$ cat src/cpe_ram.sv
// Generic single-write, single-read RAM with registered read data.
// No dependencies.
`default_nettype none
module cpe_ram #(
  parameter int WIDTH = 8,
  parameter int DEPTH = 64
) (
  input  wire logic                     clk,
  input  wire logic                     we,
  input  wire logic [$clog2(DEPTH)-1:0] waddr,
  input  wire logic [WIDTH-1:0]         wdata,
  input  wire logic [$clog2(DEPTH)-1:0] raddr,
  output      logic [WIDTH-1:0]         rdata
);
  logic [WIDTH-1:0] mem [DEPTH];

  always_ff @(posedge clk) begin
    if (we) begin
      mem[waddr] <= wdata;
    end
    rdata <= mem[raddr];
  end
endmodule
`default_nettype wire

$ cat config.mk
export PLATFORM = sky130hd
export DESIGN_NAME = cpe_ram
export DESIGN_NICKNAME = d
export VERILOG_FILES = /design/src/cpe_ram.sv
export SDC_FILE = /design/constraint.sdc
export NUM_CORES = 1
export LEC_CHECK = 0
export ABC_AREA = 0
export BUFFER_PORTS_ARGS = -buffer_cell sky130_fd_sc_hd__buf_4
export CAP_MARGIN = 10
export CORE_ASPECT_RATIO = 1.5
export CORE_MARGIN = 5
export CORE_UTILIZATION = 56
export DETAILED_ROUTE_END_ITERATION = 16
export GPL_TIMING_DRIVEN = 1
export PLACE_DENSITY = 0.75
export SKIP_CTS_REPAIR_TIMING = 1
export SYNTH_ARGS = -nofsm -noshare
export SYNTH_HDL_FRONTEND = slang
export SYNTH_SLANG_ARGS = --single-unit
$ cat constraint.sdc
create_clock -name clk -period 2 [get_ports clk]
set_clock_uncertainty 0.15 [all_clocks]
set_input_delay 0.2 -clock clk [delete_from_list [all_inputs] [get_ports clk]]
set_output_delay 0.2 -clock clk [all_outputs]
set_load 0.02 [all_outputs]
### Word level (Yosys, flattened, before mapping)

Memory sizes are Yosys's and may differ from the RTL's. A register that Yosys moved wholly into a read port is not among the register bits.
Cells that the tools add are included.
Widths: inputs -> output; s select.

* muxes and demuxes: 2

Operator list (count)
* $mux 1: 2

* output and inout bits: 8
* memory bits (writable): 512
* memories kept: 1
* register bits: 0
* bits of input ports: 22
* word-level logic and storage cells: 3

Memories
* mem: words 64, bits a word 8, read ports 1, clocked after memory_dff 1, wr ports 1, RTL line 15 `logic [WIDTH-1:0] mem [DEPTH];`

### Logic depth before layout (Yosys ltp)

* depth in word-level cells: 2
* gate-level depth with buffers: 9
* depth with buffers taken out: 5

### Worst setup path after synthesis

No wires, ideal clock.

* path kind: in2reg
* start: in raddr[1]
* end: reg rdata[3], read port of mem
* slack: -0.018 ns
* buffers on the path: 3
* required time: 1.722 ns
* stages: 7
* setup time: 0.128 ns
* arrival time: 1.740 ns
* cells stage by stage: buf_4 > buf_2 > buf_2 > mux4_2 > mux4_2 > o21ai_1 > o41ai_1

RTL lines
* start, declared: RTL line 12 `input wire logic [$clog2(DEPTH)-1:0] raddr,`
* end, declared: RTL line 13 `output logic [WIDTH-1:0] rdata`

==> results by group <==
Yosys
  – Seq cells post-synth: 520
  – Netlist cell types: 40
  – Synth Area in Compound Gates: 0.0207
  – Syn_nets: 962
  – Area leader, netlist: edfxtp_1
  – Largest family of logic cells by synthesized area: multiplexers
  – Ys flop type: edfxtp_1
  – Xor-xnor portion of the synthesized cell area: 0
  – Post-synth EDFFs: 512
  – Top-area cell type share of the netlist area: 0.762
  – Synth warnings: 0
  – Cells after synthesis: 940
  – Simple-gate share of the synthesized area: 0.0339
  – Synthesized-area fraction occupied by adder cells: 0
  – Post-synth top cells: edfxtp_1 (512), mux4_2 (126), nor2_1 (83)
  – Syn Area/Cell: 21.5 um2
  – Sequential element share of the synthesized area: 0.770
  – Mux cell area share after synthesis: 0.159
  – Top-count cell post-synth: edfxtp_1
  – Synthesized area: 0.0202 mm2
  – Async set or reset register ratio after synthesis: 0
  – Largest cells by area after synthesis: edfxtp_1 (76%), mux4_2 (14%), nor2_1 (1.5%), mux2i_1 (1.1%), dfxtp_1 (0.79%)

Detailed routing
  – Iteration-0 DRC Markers: 1005
  – WL per Instance: 27.9 um
  – DR vias: 10100
  – Met3 routed WL: 3.19 mm
  – Top layer in use: met4
  – Final WL: 45.3 mm
  – DR pass1 iterations: 5
  – Met2 wire length: 24.3 mm
  – Vias/cell: 6.21
  – Residual DRC: 0
  – Met1 WL: between 15 and 20 mm
  – Final ANT Viol Nets: 0

Finish
  – Share of cells above drive strength 1: 0.332
  – Post-route cell area: 0.0233 mm2
  – Fillers: 2363
  – Synthesis-to-finish area growth: 15.5%
  – Ant diodes: 0
  – Final Core Density: 0.652
  – NumNets Final: around 1100

GRT
  – Tot GR Track Use: 0.235
  – Grt ovf: 0
  – Initial antenna violation count: 0
  – Vias in the first global route: 10600
  – First-pass GRT wire length: 68.4 mm
  – Largest net degree at the start of global routing: 65

Critical path
  – Crit path max fanout: 1
  – Critical path class: reg -> reg
  – Worst R2R Path Depth: 5
  – Setup crit start kind: flip-flop
  – Crit. End Element: flip-flop
  – Worst path required time: 2290 ps
  – Worst r2r src: mem[21][6]
  – R2r setup slk: 10 ps
  – Arrival time at the worst endpoint: between 2000 and 2500 ps
  – R2r endpoint: rdata[6]

Floorplanning
  – Num ports: 30
  – Die X: 165 um
  – Die footprint: 0.0400 mm2
  – Site Rows: 85
  – Initial Utilization: 0.564
  – Die Span Y: 242 um
  – Core area: 0.0357 mm2

Worst hold path
  – Min-delay src: waddr[2]
  – HP Class: in -> reg
  – Endpoint, Worst Hold: mem[49][5]
  – Hold Crit Depth: 3

Place
  – DP Wirelength: around 29 mm
  – Worst slack, placed: -406 ps
  – Port bufs: 29
  – GP Congestion: 0.863
  – Placement Cell Area: 0.0219 mm2

Clock network
  – Clk_lat worst skew: 560 ps
  – Reg clk slew, reported paths: 70 ps
  – Clock net sink count: 520
  – CTS max path bufs: 3
  – CTS Root Cell: clkbuf_16
  – Inserted Clock Buffers: 45
  – CTS tree: built
  – H-tree depth: 2

STA
  – Final min period: 1990 ps
  – Hold Vio Cnt, Final: 0
  – Fin worst setup slack: 10.1 ps
  – Total negative slack: 0 ps
  – Hold WS: roughly 44 ps
  – Unrepaired setup endpoints after global routing: true
  – Fmax: a little over 0.5 GHz
  – Slew HR: 0.513
  – Final slew viol count: 0
  – Post-route clock period utilization: 0.995
  – Worst Max-Slew Pin Slew: 730 ps
  – Setup violators final: 0

Power and ir drop
  – Pwr/cell area: around 920 mW/mm2
  – VDD IR-drop max: ~0.00067 V
  – Leak: about 7.6 nW

Run
  – Max cap viols: 0

Outcome
  – Outcome: completed
[area by class of cell]
type | count | area (um2) | area share
Multi-Input combinational cell | 369 | 4360 | 0.187
Clock buffer | 60 | 1180 | 0.0508
Clock inverter | 18 | 143 | 0.00612
Sequential cell | 520 | 15500 | 0.667
Tap cell | 478 | 598 | 0.0257
Timing Repair Buffer | 176 | 1470 | 0.0630
[stage by stage]
step / power, mW / cells
3_5_place_dp: 13.6 / 1542
3_3_place_gp: 13.6 / 1542
6_report: 21.4 / 1621
5_1_grt: 22.1 / 1621
4_1_cts: 21.5 / 1620
2_1_floorplan: 13.0 / 940
[sequential cells by signal, indices dropped and copies added (netlist names)]
register  count
mem         512
rdata         8
[worst max-delay path, stage by stage (launching register included)]
cell and delay (ps):
edfxtp_1 420, mux4_2 500, mux2_2 280, o221a_2 290, nor3_4 140, o32ai_1 100
[where the power goes]
part / total (mW) / internal, mW / switching, mW
logic: 1.27 / 0.538 / 0.729
registers: 12.1 / 12.1 / 0.0445
clock network: 8.07 / 4.41 / 3.65
[layer usage]
layer,vias to the layer above,GRT usage
met5,-,0
met4,0,0.0945
met3,101,0.0318
met2,449,0.400
met1,5262,0.306
li1,4258,-
[worst max path at each step]
stage / start / end / cells past startpoint
final: mem[21][6] / rdata[6] / 5
after CTS: mem[21][6] / rdata[6] / 5
after global placement: raddr[0] / rdata[7] / 6
after global routing: mem[21][6] / rdata[6] / 5
after floorplan: raddr[0] / rdata[3] / 6
after detailed placement: raddr[0] / rdata[4] / 7
[layout by cell type (no fill, tap or decap), drive strengths merged, types with 3 or more instances in the layout]
master   Yosys  layout
mux2i       23      23
nor2b       14      14
o2111ai      3       3
buf         34     174
mux4       126     126
o2bb2ai      3       3
a211oi       4       4
o22ai        8       8
nand2b       7       7
nand3       13      13
nand3b       3       3
o21ai        4       4
dfxtp        8       8
mux2        13      13
clkbuf      17      61
edfxtp     512     512
o221ai       8       8
nand2       19      19
a22oi        3       3
a21oi        3       3
clkinv       0      14
nor2        83      83
nor3         7       7
a221oi       6       6
[logic make-up after synthesis]
kind of cell | Yosys count
flip-flops | 520
buffers and inverters | 51
multiplexers | 162
AND/OR/NAND/NOR | 153
AO/OA/AOI/OAI | 54
(Power assumes the default switching activity.)
